File: src/hw/rtl/fte_pkg.sv
package fte_pkg;

    localparam int TABLE_WORDS = 1042;
    localparam int ROUNDS      = 16;
    localparam int P_WORDS     = ROUNDS + 2;
    localparam int SBOX_WORDS  = TABLE_WORDS - P_WORDS;

    localparam int TIDX_W  = $clog2(TABLE_WORDS);
    localparam int PIDX_W  = $clog2(P_WORDS);
    localparam int SBOX_AW = $clog2(SBOX_WORDS);
    localparam int RND_W   = $clog2(ROUNDS);

    typedef enum logic [1:0] {
        REQ_LOAD  = 2'd0,
        REQ_ENC   = 2'd1,
        REQ_DEC   = 2'd2,
        REQ_SCHED = 2'd3
    } req_t;

    // S-box select, upper bits of the S-box memory address
    typedef enum logic [1:0] {
        SBOX_0 = 2'd0,
        SBOX_1 = 2'd1,
        SBOX_2 = 2'd2,
        SBOX_3 = 2'd3
    } sbox_t;

    typedef enum logic [3:0] {
        ST_IDLE,
        ST_LOAD,
        ST_CI_INIT,
        ST_CI_RND,
        ST_CI_FIN,
        ST_KC1_SET,
        ST_KC1_WB,
        ST_KC0_SET,
        ST_KC0_WB,
        ST_KEY_XOR,
        ST_FILL_SET,
        ST_FILL_WH,
        ST_FILL_WL,
        ST_SK_NEXT,
        ST_DONE
    } ctrl_state_t;

    typedef enum logic [1:0] {
        JOB_USER,
        JOB_KC1,
        JOB_KC0,
        JOB_FILL
    } job_t;

    typedef enum logic [4:0] {
        DP_NOP,
        DP_CAPTURE,
        DP_LOAD_WORD,
        DP_CI_INIT,
        DP_CI_RD0,
        DP_CI_RD1,
        DP_CI_RD2,
        DP_CI_RD3,
        DP_CI_FIN,
        DP_KC1_SET,
        DP_KC1_WB,
        DP_KC0_SET,
        DP_KC0_WB,
        DP_KEY_XOR,
        DP_FILL_SET,
        DP_FILL_WH,
        DP_FILL_WL,
        DP_KC_SHIFT,
        DP_RESULT
    } dp_op_t;

    typedef struct packed {
        dp_op_t              op;
        logic                chain;
        logic                dec;
        logic                zero_res;
        logic [PIDX_W-1:0]   p_idx;
        logic [TIDX_W-1:0]   cnt;
        logic [1:0]          kc_sel;
    } dp_cmd_t;

    typedef struct packed {
        logic out_free;
    } dp_status_t;

endpackage

File: src/hw/rtl/fte_ctrl.sv
module fte_ctrl
    import fte_pkg::*;
(
    input  logic       clk,
    input  logic       rst_n,
    input  logic       in_valid,
    input  logic [1:0] req_type,
    input  logic [1:0] sched_level,
    input  logic [1:0] key_modulus,
    output logic       in_stall,
    output dp_cmd_t    cmd,
    input  dp_status_t status
);

    ctrl_state_t         state_reg, state_next;
    job_t                job_reg, job_next;
    req_t                req_reg, req_next;
    logic                dec_reg, dec_next;
    logic [RND_W-1:0]    rnd_reg, rnd_next;
    logic [1:0]          phase_reg, phase_next;
    logic [1:0]          level_reg, level_next;
    logic [1:0]          mod_reg, mod_next;
    logic [1:0]          app_reg, app_next;
    logic [TIDX_W-1:0]   cnt_reg, cnt_next;
    logic [1:0]          kc_sel_reg, kc_sel_next;

    always_ff @(posedge clk or negedge rst_n)
    begin
        if (!rst_n)
        begin
            state_reg  <= ST_IDLE;
            job_reg    <= JOB_USER;
            req_reg    <= REQ_LOAD;
            dec_reg    <= 1'b0;
            rnd_reg    <= '0;
            phase_reg  <= '0;
            level_reg  <= '0;
            mod_reg    <= 2'd1;
            app_reg    <= '0;
            cnt_reg    <= '0;
            kc_sel_reg <= '0;
        end
        else
        begin
            state_reg  <= state_next;
            job_reg    <= job_next;
            req_reg    <= req_next;
            dec_reg    <= dec_next;
            rnd_reg    <= rnd_next;
            phase_reg  <= phase_next;
            level_reg  <= level_next;
            mod_reg    <= mod_next;
            app_reg    <= app_next;
            cnt_reg    <= cnt_next;
            kc_sel_reg <= kc_sel_next;
        end
    end

    // next state and counters
    always_comb
    begin
        state_next  = state_reg;
        job_next    = job_reg;
        req_next    = req_reg;
        dec_next    = dec_reg;
        rnd_next    = rnd_reg;
        phase_next  = phase_reg;
        level_next  = level_reg;
        mod_next    = mod_reg;
        app_next    = app_reg;
        cnt_next    = cnt_reg;
        kc_sel_next = kc_sel_reg;

        unique case (state_reg)
            ST_IDLE:
            begin
                if (in_valid)
                begin
                    req_next   = req_t'(req_type);
                    level_next = sched_level;
                    mod_next   = (key_modulus == 2'd0) ? 2'd1 : key_modulus;
                    app_next   = '0;
                    job_next   = JOB_USER;
                    dec_next   = (req_t'(req_type) == REQ_DEC);
                    unique case (req_t'(req_type))
                        REQ_LOAD:  state_next = ST_LOAD;
                        REQ_ENC,
                        REQ_DEC:   state_next = ST_CI_INIT;
                        REQ_SCHED: state_next = (sched_level == 2'd0) ? ST_DONE
                                                                      : ST_KC1_SET;
                    endcase
                end
            end
            ST_LOAD:
                state_next = ST_DONE;
            ST_CI_INIT:
            begin
                phase_next = '0;
                state_next = ST_CI_RND;
            end
            ST_CI_RND:
            begin
                phase_next = phase_reg + 2'd1;
                if (phase_reg == 2'd3)
                begin
                    if (rnd_reg == RND_W'(ROUNDS - 1))
                    begin
                        rnd_next   = '0;
                        state_next = ST_CI_FIN;
                    end
                    else
                        rnd_next = rnd_reg + RND_W'(1);
                end
            end
            ST_CI_FIN:
            begin
                unique case (job_reg)
                    JOB_USER: state_next = ST_DONE;
                    JOB_KC1:  state_next = ST_KC1_WB;
                    JOB_KC0:  state_next = ST_KC0_WB;
                    JOB_FILL: state_next = ST_FILL_WH;
                endcase
            end
            ST_KC1_SET:
            begin
                job_next   = JOB_KC1;
                dec_next   = 1'b0;
                state_next = ST_CI_INIT;
            end
            ST_KC1_WB:
                state_next = ST_KC0_SET;
            ST_KC0_SET:
            begin
                job_next   = JOB_KC0;
                state_next = ST_CI_INIT;
            end
            ST_KC0_WB:
            begin
                cnt_next    = '0;
                kc_sel_next = '0;
                state_next  = ST_KEY_XOR;
            end
            ST_KEY_XOR:
            begin
                kc_sel_next = (kc_sel_reg == mod_reg - 2'd1) ? 2'd0 : kc_sel_reg + 2'd1;
                if (cnt_reg == TIDX_W'(P_WORDS - 1))
                    state_next = ST_FILL_SET;
                else
                    cnt_next = cnt_reg + TIDX_W'(1);
            end
            ST_FILL_SET:
            begin
                cnt_next   = '0;
                job_next   = JOB_FILL;
                state_next = ST_CI_INIT;
            end
            ST_FILL_WH:
                state_next = ST_FILL_WL;
            ST_FILL_WL:
            begin
                if (cnt_reg == TIDX_W'(TABLE_WORDS - 2))
                    state_next = ST_SK_NEXT;
                else
                begin
                    cnt_next   = cnt_reg + TIDX_W'(2);
                    state_next = ST_CI_INIT;
                end
            end
            ST_SK_NEXT:
            begin
                app_next   = app_reg + 2'd1;
                state_next = (app_reg + 2'd1 == level_reg) ? ST_DONE : ST_KC1_SET;
            end
            ST_DONE:
            begin
                if (status.out_free)
                    state_next = ST_IDLE;
            end
            default:
                state_next = ST_IDLE;
        endcase
    end

    // command outputs
    always_comb
    begin
        cmd.op       = DP_NOP;
        cmd.chain    = (rnd_reg != '0);
        cmd.dec      = dec_reg;
        cmd.zero_res = (req_reg == REQ_LOAD) || (req_reg == REQ_SCHED);
        cmd.p_idx    = dec_reg ? PIDX_W'(P_WORDS - 1) - PIDX_W'(rnd_reg)
                               : PIDX_W'(rnd_reg);
        cmd.cnt      = cnt_reg;
        cmd.kc_sel   = kc_sel_reg;
        in_stall     = (state_reg != ST_IDLE);

        unique case (state_reg)
            ST_IDLE:     cmd.op = in_valid ? DP_CAPTURE : DP_NOP;
            ST_LOAD:     cmd.op = DP_LOAD_WORD;
            ST_CI_INIT:  cmd.op = DP_CI_INIT;
            ST_CI_RND:
            begin
                unique case (phase_reg)
                    2'd0: cmd.op = DP_CI_RD0;
                    2'd1: cmd.op = DP_CI_RD1;
                    2'd2: cmd.op = DP_CI_RD2;
                    2'd3: cmd.op = DP_CI_RD3;
                endcase
            end
            ST_CI_FIN:   cmd.op = DP_CI_FIN;
            ST_KC1_SET:  cmd.op = DP_KC1_SET;
            ST_KC1_WB:   cmd.op = DP_KC1_WB;
            ST_KC0_SET:  cmd.op = DP_KC0_SET;
            ST_KC0_WB:   cmd.op = DP_KC0_WB;
            ST_KEY_XOR:
            begin
                cmd.op    = DP_KEY_XOR;
                cmd.p_idx = cnt_reg[PIDX_W-1:0];
            end
            ST_FILL_SET: cmd.op = DP_FILL_SET;
            ST_FILL_WH:  cmd.op = DP_FILL_WH;
            ST_FILL_WL:  cmd.op = DP_FILL_WL;
            // keycode shift falls between the second and third application
            ST_SK_NEXT:  cmd.op = (app_reg == 2'd1) ? DP_KC_SHIFT : DP_NOP;
            ST_DONE:     cmd.op = status.out_free ? DP_RESULT : DP_NOP;
            default:     cmd.op = DP_NOP;
        endcase
    end

endmodule

File: config.mk
export PLATFORM = sky130hd
export DESIGN_NAME = fte_ctrl
export DESIGN_NICKNAME = d
export VERILOG_FILES = /design/src/hw/rtl/fte_pkg.sv /design/src/hw/rtl/fte_ctrl.sv
export SDC_FILE = /design/constraint.sdc
export NUM_CORES = 1
export LEC_CHECK = 0
export ABC_AREA = 1
export BUFFER_PORTS_ARGS = -buffer_cell sky130_fd_sc_hd__buf_2
export CORE_MARGIN = 8
export CORE_UTILIZATION = 50
export CTS_BUF_LIST = sky130_fd_sc_hd__clkbuf_16
export CTS_CLUSTER_DIAMETER = 40
export CTS_CLUSTER_SIZE = 24
export DETAILED_ROUTE_END_ITERATION = 8
export PLACE_DENSITY = 0.71
export SLEW_MARGIN = 20
export SYNTH_ARGS = -nofsm -noshare
export SYNTH_HDL_FRONTEND = slang
export SYNTH_SLANG_ARGS = --single-unit
export TNS_END_PERCENT = 30
File: constraint.sdc
create_clock -name clk -period 4.5 [get_ports clk]
set_input_delay 0.675 -clock clk [delete_from_list [all_inputs] [get_ports clk]]
set_output_delay 0.675 -clock clk [all_outputs]
set_load 0.01 [all_outputs]
==> results of run 1 <==
==> power breakdown <==
group | switching (uW) | internal (uW) | total (uW)
combinational | 548 | 289 | 836
clock | 131 | 259 | 390
sequential | 110 | 397 | 507
==> cells by family after synthesis <==
group / synth area share, %
buffers and inverters: 10.03
xor gates and xnor gates: 2.530
adders and majority gates: 7.230
AOI/OAI and AO/OA: 8.540
and+or+nand+nor: 40.89
DFF: 30.77
==> through the flow <==
stage                     utilization, %  total power, uW  instance area [um^2]
after floorplan                        -             1101                  2769
after global placement             54.93             1341                  2988
after detailed placement           54.93             1352                  2988
after CTS                          57.97             1749                  3153
after global routing               57.97             1876                  3153
final                              57.97             1733                  3153
==> metal layers <==
| layer | track usage (%) | up-vias | wire, um |
|---|---|---|---|
| met5 | 0 | - | 0 |
| met4 | 7.212 | 0 | 179 |
| met3 | 4.904 | 15 | 411 |
| met2 | 28.53 | 67 | 3351 |
| met1 | 21.17 | 1260 | 3244 |
| li1 | - | 1410 | - |
==> placed cells by master (no fill, tap or decap) <==
cell type  synthesis  routed
buf_2              4      36
o21bai_1           2       2
nand3_4            2       2
nor2_4             4       4
nand2_1          159     159
nand3_2            1       1
a21oi_1            7       7
dfrtp_1           33      33
nand4_1            3       3
o211ai_1           3       3
inv_2              4       4
a31oi_1            1       1
xor2_1             4       4
dfstp_2            1       1
o21ai_0           29      29
clkbuf_16          0       5
inv_4              2       2
nand3_1           38      38
bufinv_16          0       1
nor2_1            41      41
ha_1              16      16
nor3_1             4       4
o22ai_1            2       2
nand2_4            2       2
clkinv_2           0       2
inv_1             53      53
nor2_2             2       2
nor2_8             1       1
nand3b_1           1       1
xnor2_1            4       4
==> worst register-to-register path, cell delays in order (launching register included) <==
cell and delay [ps]:
dfrtp_1 540, nor2_4 230, nand2_1 130, inv_1 350, nand3_2 270, inv_1 160, nor2_4 90, nand2_1 70
nand2_1 50
==> worst paths after layout <==
kind                            slack (ps)                        to  depth (start not counted)
worst max register to register        2480    cnt_reg[9]$_DFFE_PN0P_                          8
worst max-delay path                  1980                   cmd[13]                          8
max in group asynchronous             3490  phase_reg[1]$_DFFE_PN0P_                          1
worst min-delay path                   490    rnd_reg[2]$_DFFE_PN0P_                          1
min in group clk                       500    mod_reg[0]$_DFFE_PN1P_                          2
worst min register to register         500    mod_reg[0]$_DFFE_PN1P_                          2
==> area by class of cell <==
type | count | area, um^2 | area share [%]
flip-flops and latches | 34 | 852.1 | 27.02
clock inverters | 3 | 40.04 | 1.270
clock buffers | 5 | 125.1 | 3.968
multi-input cells | 326 | 1639 | 51.98
inverters | 59 | 226.5 | 7.183
repair buffers | 36 | 180.2 | 5.714
well taps | 72 | 90.09 | 2.857
==> qor.csv, run 1 <==
metric,value,unit
clk_latency,280,ps
worst-path-buf-inv,4,
grt_max_degree,35,
worst_slew_pin_slew,820.3,ps
htree_levels,2,
cp_max_fo,11,
critical_path_class,reg2out,
ys_ff_latch,34,
max_freq,397.1,MHz
timing.max_cap.violations,0,
startpoint,state_reg[0]$_DFFE_PN0P_,
place_hpwl,5.554,mm
die_y,90.42,um
netlist_area,0.002769,mm^2
hold_buffers,0,
grt_overflow,0,
rsz0062_at_grt,no,
routedWlPerCell,13.43,um
slowest_delay,540,ps
period_minus_slack,2518,ps
whs,489.1,ps
ys_types,30,
yosysTopAreaCell,dfrtp_1,
grt_pass1_vias,2544,
synth_top_cell_area_share,29.82,%
grt_pass1_wl,11.87,mm
route.detailed.drc,0,
place_ws,2278,ps
ir_drop,304.5,uV
async_flop_share,100.0,%
clockBufferDepth,2,
wl,7.187,mm
vias,2752,
clock_skew,3.365,ps
syn2layout_area_growth,13.87,%
slew_headroom,45.32,%
finalSetupViolations,0,
dp.cells,527,
grt_usage,17.51,%
gp_congestion,0.9506,
synth_most_common_cell,nand2_1,
slowest_stage,dfrtp_1,
final_cells,535,
syn_inst,427,
outcome,completed,
fillers,552,
fin_tns_setup,0,ps
crit_chain,inv_4 > nor2_8 > inv_4 > nor2_4 > inv_2 > o21ai_0 > o21ai_0 > buf_2,
ys.flop_type,dfrtp_1,
arrival,1840,ps
endpoint_kind,output pin,
crit_required,3830,ps
cts_resized,0,
worst_hold_path_type,in2async,
dr.pass1.iters,5,
hold_viol_final,0,
yosysSeqAreaShare,30.77,%
finalMaxSlewViolations,0,
vias_per_cell,5.144,
cts_tree,done,
post-route-period-util,55.96,%
leakagePower,0.001737,uW
design.die.area,0.008175,mm^2
synth_edf_count,0,
clock-sinks,34,
dr.first_iter.drc_count,123,
initial_core_util,50.91,%
largest_register_ffs,11,
power_density,549.7,mW/mm^2
fp-row-count,27,
setup_ws,1982,ps
antennaDiodeCount,0,
numCtsBuffers,5,
io_buffer_count,36,
ys.warnings.count,0,
rr_startpoint,state_reg[1]$_DFFE_PN0P_,
ant_nets,0,
synth_top_cells_by_count,"nand2_1 (159), inv_1 (53), nor2_1 (41)",
antenna_found_initial,0,
crit_path_start_kind,register,
syn_area_per_cell,6.485,um^2
post_cts_buffers,0,
coreArea,0.005439,mm^2
synth_area_leaders,"dfrtp_1 (30%), nand2_1 (22%), ha_1 (7.2%)",
die_x,90.42,um
pin_count,37,
clkTransAtPathRegs,50,ps
root_buffer,clkbuf_16,
drive_gt1_share,13.61,%
nets,488,
synthesis.nets,453,
cpLargestDelayFamily,flip-flops,
(Power assumes the default switching activity.)
==> inputs of run 2 (changes only) <==
Settings changed: PLACE_DENSITY 0.71 to 0.73.
Clock period 4.5 ns to 2.1 ns, I/O delays scaled along.
==> qor.csv, run 2 (synthesis results as in run 1) <==
metric,value,unit
arrival,1700,ps
gp_congestion,0.9679,
post-route-period-util,95.86,%
crit_path_start_kind,register,
htree_levels,2,
hold_buffers,0,
power_frac_comb,48.9,%
intPower,2066,uW
fp-row-count,27,
clock_skew,4.622,ps
grt_pass1_vias,2717,
wl,7.024,mm
critical_path_class,reg2out,
route.detailed.drc,0,
wl_met1,3.126,mm
ir_drop,752.6,uV
ant_nets,0,
io_buffer_count,36,
drive_gt1_share,15.17,%
endpoint_kind,output pin,
place_ws,179.7,ps
dr.pass1.iters,4,
utilization,58.85,%
root_buffer,clkbuf_16,
rsz0062_at_grt,yes,
clock-sinks,34,
final_common_cell,nand2_1,
worst_hold_path_type,in2async,
design.die.area,0.008175,mm^2
place_hpwl,5.453,mm
numCtsBuffers,5,
top_layer,met4,
grt_overflow,0,
routedWlPerCell,13.01,um
finalSetupViolations,0,
nets,493,
dr_wl_met2,3.306,mm
max_freq,496.8,MHz
clk_latency,280,ps
antenna_found_initial,0,
setup_ws,87.02,ps
grt_max_degree,35,
clockBufferDepth,2,
period_minus_slack,2013,ps
antennaDiodeCount,0,
p_clk_share,22.1,%
seqPwrFrac,29.1,%
die_y,90.42,um
slew_headroom,47.98,%
grt_pass1_wl,12.20,mm
cp_max_fo,10,
clkTransAtPathRegs,60,ps
hold_viol_final,0,
fin_tns_setup,0,ps
coreArea,0.005439,mm^2
vias_per_cell,5.067,
cts_tree,done,
layout_common_cells,"nand2_1 (159), inv_1 (53), nor2_1 (40), nand3_1 (38), buf_2 (36)",
power_density,1176,mW/mm^2
wl_met3,445,um
largest_register_ffs,11,
rr_worst_depth,10,
leakagePower,0.001760,uW
initial_core_util,50.91,%
pin_count,37,
vias,2736,
p_sw,1697,uW
syn2layout_area_growth,15.59,%
crit_required,1780,ps
p_sw_share,45.09,%
outcome,completed,
finalMaxSlewViolations,0,
grt_usage,17.66,%
dr.first_iter.drc_count,97,
fin_total_pwr,3762,uW
timing.max_cap.violations,0,
die_x,90.42,um
worst_slew_pin_slew,780.4,ps
## run 2: cell count changes in the layout (fill, tap and decap cells not counted), sizes merged
cell  before  now
buf       36   41
## run 2: layout make-up
type / instances / area, um^2
clock buffers: 5 / 125.1
clock inverters: 3 / 40.04
fillers: 525 / 2238
inverters: 59 / 226.5
multi-input cells: 326 / 1647
flip-flops and latches: 34 / 854.6
well taps: 72 / 90.09
repair buffers: 41 / 217.7
## run 2: worst paths after layout
kind | endpoint | slack (ps) | start
max reg2reg | cnt_reg[9]$_DFFE_PN0P_ | 270 | cnt_reg[1]$_DFFE_PN0P_
min | rnd_reg[2]$_DFFE_PN0P_ | 120 | rst_n
max in group asynchronous | state_reg[1]$_DFFE_PN0P_ | 1430 | rst_n
max | cmd[21] | 90 | state_reg[1]$_DFFE_PN0P_
min reg2reg | mod_reg[0]$_DFFE_PN1P_ | 510 | mod_reg[0]$_DFFE_PN1P_
min in group clk | mod_reg[0]$_DFFE_PN1P_ | 280 | key_modulus[0]
## run 2: stage by stage
| step | std cells | hold WS, ps | instance area, um^2 |
|---|---|---|---|
| 2_1_floorplan | 427 | 19.41 | 2769 |
| 3_3_place_gp | 531 | 450.1 | 3018 |
| 3_5_place_dp | 531 | 442.6 | 3018 |
| 4_1_cts | 539 | 142.9 | 3187 |
| 5_1_grt | 540 | 189.5 | 3201 |
| 6_report | 540 | 117.5 | 3201 |
## run 2: power by group through the flow
| stage | combinational (uW) | clock, uW | sequential [uW] |
|---|---|---|---|
| 4_1_cts | 1840 | 851 | 1080 |
| 6_report | 1840 | 830 | 1090 |
| 3_3_place_gp | 1820 | 0 | 1090 |
| 5_1_grt | 2090 | 873 | 1120 |
| 3_5_place_dp | 1830 | 0 | 1090 |
| 2_1_floorplan | 1340 | 0 | 1020 |
## run 2: what timing repair did
| action | CTS | global route |
|---|---|---|
| buffers inserted | 0 | 1 |
| setup endpoints to repair | 2 | 4 |
| endpoints found under the hold margin | 0 | 0 |
| pin swaps | 0 | 1 |
| resized for setup | 2 | 2 |
## run 2: metal layers
metal | up-vias | global-route usage [%]
met4 | 0 | 7.212
met2 | 82 | 29.82
met5 | - | 0
met1 | 1224 | 20.80
li1 | 1418 | -
met3 | 12 | 4.489
## run 2: worst max-delay path, stage by stage, from the launching register on
cell and delay, ps:
dfrtp_2 500, nor2_4 180, nand2_1 170, nor2_4 200, inv_2 120, o211ai_1 100, buf_2 160
